### src/rtl/mcfr_pkg.sv
// Shared types and constants of the motor command frame receiver.
package mcfr_pkg;

  // Control byte layout: direction in the top bit, duty below it.
  localparam int unsigned CmdW  = 8;
  localparam int unsigned DutyW = 7;
  localparam int unsigned DirBit = 7;

  // Configuration register indexes.
  localparam int unsigned CfgIdxW = 1;
  localparam logic [CfgIdxW-1:0] CFG_FAST_DECAY = 1'd0;
  localparam logic [CfgIdxW-1:0] CFG_START_BYTE = 1'd1;

  localparam logic [CmdW-1:0] START_BYTE_RESET = 8'h7F;

  // Drive mode of one H-bridge input.
  typedef enum logic [1:0] {
    MODE_LOW  = 2'd0,
    MODE_HIGH = 2'd1,
    MODE_PWM  = 2'd2
  } mode_e;

  // What the parser hands to the result stage for one processed beat.
  typedef struct packed {
    logic            valid;      // this beat closed a frame
    logic            status;     // 1: checksum mismatch, command kept
    logic [CmdW-1:0] left_cmd;   // command in force after the frame
    logic [CmdW-1:0] right_cmd;
  } frame_done_t;

endpackage

### src/rtl/motor_command_frame_receiver.sv
// Top level of the motor command frame receiver.
// A checksum beat is held in the input register, its result in the result register.
// Throughput: one received byte per cycle. While a result waits, the input register
// holds one further beat and then the input stalls until the result is taken.
// Only checksum beats produce a result; all other beats just advance the parser.
// Reset (asynchronous, active low) returns the parser to the start byte hunt, clears
// both commands to reverse with zero duty, slow decay, and start byte 0x7F.
module motor_command_frame_receiver
  import mcfr_pkg::*;
(
  input  logic               clk_i,
  input  logic               rst_ni,
  // Configuration write channel
  input  logic               cfg_valid_i,
  output logic               cfg_ready_o,
  input  logic [CfgIdxW-1:0] cfg_index_i,
  input  logic [CmdW-1:0]    cfg_data_i,
  // Received byte channel
  input  logic               rx_valid_i,
  output logic               rx_ready_o,
  input  logic [CmdW-1:0]    rx_byte_i,
  // Result channel
  output logic               res_valid_o,
  input  logic               res_ready_i,
  output logic               status_o,
  output logic [DutyW-1:0]   left_duty_o,
  output logic [DutyW-1:0]   right_duty_o,
  output logic [1:0]         left_in1_mode_o,
  output logic [1:0]         left_in2_mode_o,
  output logic [1:0]         right_in1_mode_o,
  output logic [1:0]         right_in2_mode_o
);

  // Configuration registers. Writes are always taken at once.
  logic            fast_decay_q;
  logic [CmdW-1:0] start_byte_q;

  assign cfg_ready_o = 1'b1;

  always_ff @(posedge clk_i or negedge rst_ni) begin
    if (!rst_ni) begin
      fast_decay_q <= 1'b0;
      start_byte_q <= START_BYTE_RESET;
    end else if (cfg_valid_i) begin
      unique case (cfg_index_i)
        CFG_FAST_DECAY: fast_decay_q <= cfg_data_i[0];
        CFG_START_BYTE: start_byte_q <= cfg_data_i;
        default: ;
      endcase
    end
  end

  // Input register. The held beat moves on whenever the result register is empty or
  // its result is being taken in the same cycle, whether or not the beat closes a
  // frame; so an incoming beat is refused only while a result stalls behind it.
  logic            in_valid_q, in_valid_d;
  logic [CmdW-1:0] in_byte_q;
  logic            advance;
  logic            rx_take;
  frame_done_t     done;

  assign advance    = ~res_valid_o | res_ready_i;
  assign rx_ready_o = ~in_valid_q | advance;
  assign rx_take    = rx_valid_i & rx_ready_o;

  always_comb begin
    in_valid_d = in_valid_q;
    if (rx_take)      in_valid_d = 1'b1;
    else if (advance) in_valid_d = 1'b0;
  end

  always_ff @(posedge clk_i or negedge rst_ni) begin
    if (!rst_ni) begin
      in_valid_q <= 1'b0;
    end else begin
      in_valid_q <= in_valid_d;
    end
  end

  always_ff @(posedge clk_i) begin
    if (rx_take) in_byte_q <= rx_byte_i;
  end

  // Parser state advances in the same cycle that the beat leaves the input register.
  mcfr_parser u_parser (
    .clk_i        (clk_i),
    .rst_ni       (rst_ni),
    .step_i       (in_valid_q & advance),
    .byte_i       (in_byte_q),
    .start_byte_i (start_byte_q),
    .done_o       (done)
  );

  // Result register: loads on every advance, empty when the beat closed no frame.
  mcfr_result u_result (
    .clk_i            (clk_i),
    .rst_ni           (rst_ni),
    .load_i           (advance),
    .done_i           (done),
    .fast_decay_i     (fast_decay_q),
    .valid_o          (res_valid_o),
    .status_o         (status_o),
    .left_duty_o      (left_duty_o),
    .right_duty_o     (right_duty_o),
    .left_in1_mode_o  (left_in1_mode_o),
    .left_in2_mode_o  (left_in2_mode_o),
    .right_in1_mode_o (right_in1_mode_o),
    .right_in2_mode_o (right_in2_mode_o)
  );

endmodule

### src/rtl/mcfr_parser.sv
// Frame parser: start byte hunt, control byte capture, checksum and command store.
module mcfr_parser
  import mcfr_pkg::*;
(
  input  logic              clk_i,
  input  logic              rst_ni,
  input  logic              step_i,
  input  logic [CmdW-1:0]   byte_i,
  input  logic [CmdW-1:0]   start_byte_i,
  output frame_done_t       done_o
);

  localparam logic [1:0] PH_HUNT  = 2'd0;
  localparam logic [1:0] PH_LEFT  = 2'd1;
  localparam logic [1:0] PH_RIGHT = 2'd2;
  localparam logic [1:0] PH_CHECK = 2'd3;

  logic [1:0]      phase_q, phase_d;
  logic [CmdW-1:0] left_pend_q, left_pend_d;
  logic [CmdW-1:0] right_pend_q, right_pend_d;
  logic [CmdW-1:0] left_cmd_q, left_cmd_d;
  logic [CmdW-1:0] right_cmd_q, right_cmd_d;
  logic [CmdW-1:0] expect_sum;
  logic            match;

  // The checksum is the inverted 8-bit wrapping sum of both control bytes.
  assign expect_sum = ~(left_pend_q + right_pend_q);
  assign match      = (byte_i == expect_sum);

  always_comb begin
    phase_d      = phase_q;
    left_pend_d  = left_pend_q;
    right_pend_d = right_pend_q;
    left_cmd_d   = left_cmd_q;
    right_cmd_d  = right_cmd_q;
    done_o       = '0;
    done_o.left_cmd  = left_cmd_q;
    done_o.right_cmd = right_cmd_q;
    if (step_i) begin
      unique case (phase_q)
        PH_HUNT: begin
          if (byte_i == start_byte_i) phase_d = PH_LEFT;
        end
        PH_LEFT: begin
          left_pend_d = byte_i;
          phase_d     = PH_RIGHT;
        end
        PH_RIGHT: begin
          right_pend_d = byte_i;
          phase_d      = PH_CHECK;
        end
        PH_CHECK: begin
          phase_d      = PH_HUNT;
          done_o.valid = 1'b1;
          if (match) begin
            left_cmd_d  = left_pend_q;
            right_cmd_d = right_pend_q;
          end
          done_o.status    = ~match;
          done_o.left_cmd  = left_cmd_d;
          done_o.right_cmd = right_cmd_d;
        end
        default: phase_d = PH_HUNT;
      endcase
    end
  end

  always_ff @(posedge clk_i or negedge rst_ni) begin
    if (!rst_ni) begin
      phase_q      <= PH_HUNT;
      left_pend_q  <= '0;
      right_pend_q <= '0;
      left_cmd_q   <= '0;
      right_cmd_q  <= '0;
    end else begin
      phase_q      <= phase_d;
      left_pend_q  <= left_pend_d;
      right_pend_q <= right_pend_d;
      left_cmd_q   <= left_cmd_d;
      right_cmd_q  <= right_cmd_d;
    end
  end

endmodule

### src/rtl/mcfr_result.sv
// Result register with H-bridge mode decoding.
module mcfr_result
  import mcfr_pkg::*;
(
  input  logic               clk_i,
  input  logic               rst_ni,
  input  logic               load_i,
  input  frame_done_t        done_i,
  input  logic               fast_decay_i,
  output logic               valid_o,
  output logic               status_o,
  output logic [DutyW-1:0]   left_duty_o,
  output logic [DutyW-1:0]   right_duty_o,
  output logic [1:0]         left_in1_mode_o,
  output logic [1:0]         left_in2_mode_o,
  output logic [1:0]         right_in1_mode_o,
  output logic [1:0]         right_in2_mode_o
);

  // Fast decay puts PWM on the driving input; slow decay holds one input high.
  function automatic mode_e in1_mode(input logic fwd, input logic fast);
    mode_e m;
    if (fast) m = fwd ? MODE_PWM : MODE_LOW;
    else      m = fwd ? MODE_HIGH : MODE_PWM;
    return m;
  endfunction

  function automatic mode_e in2_mode(input logic fwd, input logic fast);
    mode_e m;
    if (fast) m = fwd ? MODE_LOW : MODE_PWM;
    else      m = fwd ? MODE_PWM : MODE_HIGH;
    return m;
  endfunction

  logic             valid_q;
  logic             status_q;
  logic [DutyW-1:0] left_duty_q, right_duty_q;
  mode_e            l1_q, l2_q, r1_q, r2_q;

  always_ff @(posedge clk_i or negedge rst_ni) begin
    if (!rst_ni) begin
      valid_q <= 1'b0;
    end else if (load_i) begin
      valid_q <= done_i.valid;
    end
  end

  always_ff @(posedge clk_i) begin
    if (load_i && done_i.valid) begin
      status_q     <= done_i.status;
      left_duty_q  <= done_i.left_cmd[DutyW-1:0];
      right_duty_q <= done_i.right_cmd[DutyW-1:0];
      l1_q <= in1_mode(done_i.left_cmd[DirBit], fast_decay_i);
      l2_q <= in2_mode(done_i.left_cmd[DirBit], fast_decay_i);
      r1_q <= in1_mode(done_i.right_cmd[DirBit], fast_decay_i);
      r2_q <= in2_mode(done_i.right_cmd[DirBit], fast_decay_i);
    end
  end

  assign valid_o          = valid_q;
  assign status_o         = status_q;
  assign left_duty_o      = left_duty_q;
  assign right_duty_o     = right_duty_q;
  assign left_in1_mode_o  = 2'(l1_q);
  assign left_in2_mode_o  = 2'(l2_q);
  assign right_in1_mode_o = 2'(r1_q);
  assign right_in2_mode_o = 2'(r2_q);

endmodule

### config.mk
export PLATFORM = sky130hd
export DESIGN_NAME = motor_command_frame_receiver
export DESIGN_NICKNAME = d
export VERILOG_FILES = /design/src/rtl/mcfr_pkg.sv /design/src/rtl/motor_command_frame_receiver.sv /design/src/rtl/mcfr_parser.sv /design/src/rtl/mcfr_result.sv
export SDC_FILE = /design/constraint.sdc
export NUM_CORES = 1
export LEC_CHECK = 0
export BUFFER_PORTS_ARGS = -buffer_cell sky130_fd_sc_hd__buf_2
export CORE_MARGIN = 2
export CORE_UTILIZATION = 40
export CTS_CLUSTER_DIAMETER = 40
export CTS_CLUSTER_SIZE = 16
export DETAILED_ROUTE_END_ITERATION = 12
export GPL_ROUTABILITY_DRIVEN = 0
export SETUP_SLACK_MARGIN = 0.15
export SLEW_MARGIN = 15
export SYNTH_ARGS = -nofsm -noshare
export SYNTH_HDL_FRONTEND = slang
export SYNTH_SLANG_ARGS = --single-unit
### constraint.sdc
create_clock -name clk_i -period 7.95 [get_ports clk_i]
set_input_delay 1.1925 -clock clk_i [delete_from_list [all_inputs] [get_ports clk_i]]
set_output_delay 1.1925 -clock clk_i [all_outputs]
set_load 0.05 [all_outputs]
# Yosys cells after proc, flatten, opt, wreduce, memory -nomap -nowiden
# Cells that the tools add are included.
totals:
  register_bits: 76
  in_bits: 22
classes:
  add_sub_neg: 1
  n_eq_ne: 6
  muxes: 20
  bitwise: 9
  reduce_logical: 9
op_table:
  columns: ["cell", "count"]
  rows:
  - ["2-to-1 mux 18 bit", 2]
  - ["2-to-1 mux 2 bit", 13]
  - ["equality test 8 bit", 2]
  - ["2-to-1 mux 8 bit", 2]
  - ["AND reduction 2 bit", 6]
  - ["adder 8 bit", 1]
  - ["inverter 8 bit", 1]
  - ["one-hot mux 2 bit (4 select lines)", 1]
  - ["equality test 2 bit (second input constant)", 2]
  - ["inverter 1 bit", 4]
  - ["AND 1 bit", 2]
  - ["equality test 2 x 1 -> 1 bit (second input constant)", 1]
  - ["zero test 2 bit", 1]
  - ["2-to-1 mux 1 bit", 2]
  - ["!= test 2 x 1 -> 1 bit (second input constant)", 1]
  - ["OR 1 bit", 2]
  - ["nonzero test 2 bit", 1]
  - ["logical AND 1 bit", 1]

# Logic depth before layout (Yosys ltp)
depth:
  ltp_word: 8
  depth_mapped: 10

# Cells and area by module
# From an unflattened synthesis, not the netlist that was laid out.
hier_totals:
  hier_cells: 238
  area_unflattened_um2: 3707.3
by_module_without_submodules:
  columns: ["module", "n_inst", "cells_per_inst", "area_each_um2"]
  rows:
  - ["mcfr_parser", 1, 167, 2204.6]
  - ["mcfr_result", 1, 35, 810.8]
  - ["motor_command_frame_receiver", 1, 36, 691.9]

# Worst setup path after synthesis
# No wires, ideal clock.
synth_timing:
  path_kind: "in2reg"
  from: "in res_ready_i"
  to: "reg u_result.left_duty_q[0] (netlist: u_result.left_duty_o[0]), data pin"
  setup_time_ps: 260
  arrival_ps: 2791
  required_time_ps: 7690
  setup_slack_ps: 4898
  cell_stages: 7
  n_path_buf: 1
  cell_sequence: "nand2b_1 nand3_1 nor4_2 o211ai_2 nor3_4 buf_6 mux2_4"
synth_rtl:
  columns: ["item", "line", "text"]
  rows:
  - ["start: declaration", "motor_command_frame_receiver.sv:24", "input logic res_ready_i,"]
  - ["end signal: assignment", "mcfr_result.sv:51", "left_duty_q <= done_i.left_cmd[DutyW-1:0];"]
  - ["end: declaration", "mcfr_result.sv:37", "logic [DutyW-1:0] left_duty_q, right_duty_q;"]

==> out/results.ini <==
[clocking]
clk_latency_ps = 350
clkTransAtPathRegs_ps = 80
hold_buffers = 0
post-cts-setup-buffer-count = 0
numCtsBuffers = 9
post_cts_resized = 0
cts_tree = yes
htreeDepth = 3
clockBufferDepth = 2
clock_sinks = 76
cts_root_buf = clkbuf_8

[global_route]
overflow = 0
grt_first_pass_wirelength_microns = 10400
antenna_found_initial = 0
grt_start_max_net_pins = 46
grt_pass1_vias = 2112
grt_usage_pct = 13.7

[floorplan]
start_util_pct = 41.5
dieWidth_microns = 99.5
ios = 48
num_rows = 34
fp.dieH_microns = 99.5
dieArea_sq_um = 9910
core_region_area_sq_um = 8810

[detailed_routing]
via_per_inst = 5.15
first_pass_iters = 4
drtIter0Drc = 124
drc_errors = 0
ant_nets = 0
routedWlPerCell_microns = 14.5
routed_wl_microns = 6110
dr_total_vias = 2163

[run_status]
run_status = completed

[setup_path]
slowest_delay_ps = 400
crit_slowest_cell = dfrtp_1
critPathKind = reg2reg
arrival_ps = 3320
path_cells = ha_1 > inv_1 > fa_1 > and3b_1 > or2_1 > xor2_1 > o211ai_1 > nor3_4 > buf_4 > mux2_2
r2r_cells = 10
r2r_slack_ps = 4740
critical_path.n_buffers_inverters = 2
end_kind = flip-flop
critical_path_depth = 10
required_ps = 8060
crit_family = simple AND/OR/NAND/NOR gates
cp_max_fo = 28
critPathLaunchType = flip-flop

[synthesis]
synth_top_family_by_area = multiplexers
yosysWarnings = 0
synth_simple_gate_area_share_pct = 8.02
synth_fa_ha_area_share_pct = 4.32
syn_nets = 289
synth_seq_area_share_pct = 56.6
avgSynthCellArea_sq_um = 14.3
synthXorXnorAreaFrac_pct = 4.80
ys_ff_latch = 76
netlist_area_sq_um = 3650
synth-compound-area-share_pct = 6.48
async_reset_ff_share_pct = 59.2
synth_ff_type = dfrtp_1
synthMuxAreaShare_pct = 17.6
syn_inst = 255
synth_edf_count = 31
ys_types = 49

[power]
leakage_nw = 1.81
peakVddDrop_mv = 0.129
p_per_area_nw_per_um2 = 376

[min_path]
hp-class = reg2reg
whs_path_depth = 1

[sta]
maxSlewHeadroom_pct = 34.5
final.setup.tns_ps = 0
whs_ps = 489
clock_skew_ps = 10.5
rsz0062_at_grt = false
slew_violations = 0
period_needed_ps = 3210
post-route-period-util_pct = 40.4
setup_violations = 0
max_freq_mhz = 311
tightest_slew_ps = 983
hold_violations = 0

[placed_design]
dpl.hpwl_microns = 4390
numPortBuffers = 46

[final_layout]
area_growth_pct = 14.1
regArea_sq_um = 2070
fillCellCount = 792
nets = 341
drive_above_1_share_pct = 39.4
multi_input_area_sq_um = 1510
diodes = 0

[flow_run]
cap_viol_max_count = 0

[kinds of logic after synthesis]
group,count (synthesis)
xor gates and xnor gates,20
other,1
buffers and inverters,13
muxes,54
AOI/OAI and AO/OA,30
and+or+nand+nor,49
DFF,76
adders and majority gates,12
[where the power goes]
group | total [mW] | internal (mW) | switching [mW]
sequential | 0.602 | 0.521 | 0.0811
clock | 0.283 | 0.150 | 0.134
combinational | 0.679 | 0.270 | 0.409
[final timing paths]
check                                         from                        to
setup / recovery           u_parser.left_pend_q[0]  u_result.right_duty_o[2]
hold / removal             u_parser.right_cmd_q[1]   u_parser.right_cmd_q[1]
setup reg to reg           u_parser.left_pend_q[0]  u_result.right_duty_o[2]
hold reg to reg            u_parser.right_cmd_q[1]   u_parser.right_cmd_q[1]
max in group asynchronous                   rst_ni    u_parser.left_cmd_q[6]
min in group asynchronous                   rst_ni              fast_decay_q
[placed cells by master (no fill, tap or decap), types with 3 or more instances in the layout]
master    instances
ha_1             11
xor2_1           13
mux2_4           10
mux2_2           39
nand3_1           4
nand4_1           7
a21oi_1          11
clkbuf_8         10
inv_1             7
buf_2            46
xnor2_1           7
dfrtp_1          38
clkinv_1          3
nand2_1          12
mux2_1            4
dfstp_2           7
edfxtp_1         31
nor2_1            3
[sequential cells by signal, summed over array words and instances (netlist names)]
| signal | count |
|---|---|
| u_result.right_in2_mode_o | 2 |
| u_result.valid_o | 1 |
| u_result.left_in1_mode_o | 2 |
| in_byte_q | 8 |
| start_byte_q | 8 |
| in_valid_q | 1 |
| u_parser.left_cmd_q | 8 |
| u_parser.left_pend_q | 8 |
| u_result.left_in2_mode_o | 2 |
| u_parser.right_cmd_q | 8 |
| u_parser.phase_q | 2 |
| u_result.status_o | 1 |
| u_result.left_duty_o | 7 |
| u_result.right_in1_mode_o | 2 |
| u_result.right_duty_o | 7 |
| u_parser.right_pend_q | 8 |
| fast_decay_q | 1 |
[synth_stat cells, types with 2 or more instances]
library cell	instances	area share (%)
a311o_1	2	0.55
nand3b_1	2	0.41
ha_1	11	3.8
o21ai_0	2	0.27
nand2_1	12	1.2
and4_1	2	0.48
and3_1	2	0.34
o311ai_0	2	0.48
o211ai_1	2	0.41
o31ai_1	2	0.41
xnor2_1	7	1.7
a21oi_1	11	1.5
clkbuf_1	2	0.21
nand3_1	4	0.55
mux2_2	39	12
edfxtp_1	31	25
inv_1	7	0.72
xor2_1	13	3.1
nor2_1	3	0.31
mux2_4	10	4.1
nand4_1	7	1.2
nand2b_1	2	0.34
mux2_1	4	1.2
dfstp_2	7	5.0
a21oi_2	2	0.48
nor4_1	2	0.34
nor3_1	2	0.27
buf_6	3	0.93
o211a_1	2	0.55
dfrtp_1	38	26
or4_1	2	0.41
[metrics by stage]
step           instances  total power, mW  worst slack [ps]  utilization [%]  area (sq um)
6_report             420             1.56              4740             47.3          4170
5_1_grt              420             1.68              4540             47.3          4170
4_1_cts              420             1.58              4750             47.3          4170
3_5_place_dp         404             1.29              4620             45.1          3980
3_3_place_gp         404             1.27              4670             45.1          3980
2_1_floorplan        255             1.15              4900                -          3650
[layout make-up]
cell class              instances  share of cell area [%]
well taps                     108                    3.24
repair buffers                 47                    5.71
clock buffers                  10                    3.30
clock inverters                 6                    1.29
multi-input cells             166                    36.2
inverters                       7                   0.631
flip-flops and latches         76                    49.6
[layer usage]
metal,share of wire (%),GRT usage [%]
met5,0,0
met4,2.7,7.38
met3,4.7,3.58
met2,46,21.3
met1,46,17.6
Power figures use the tool's default switching activity.
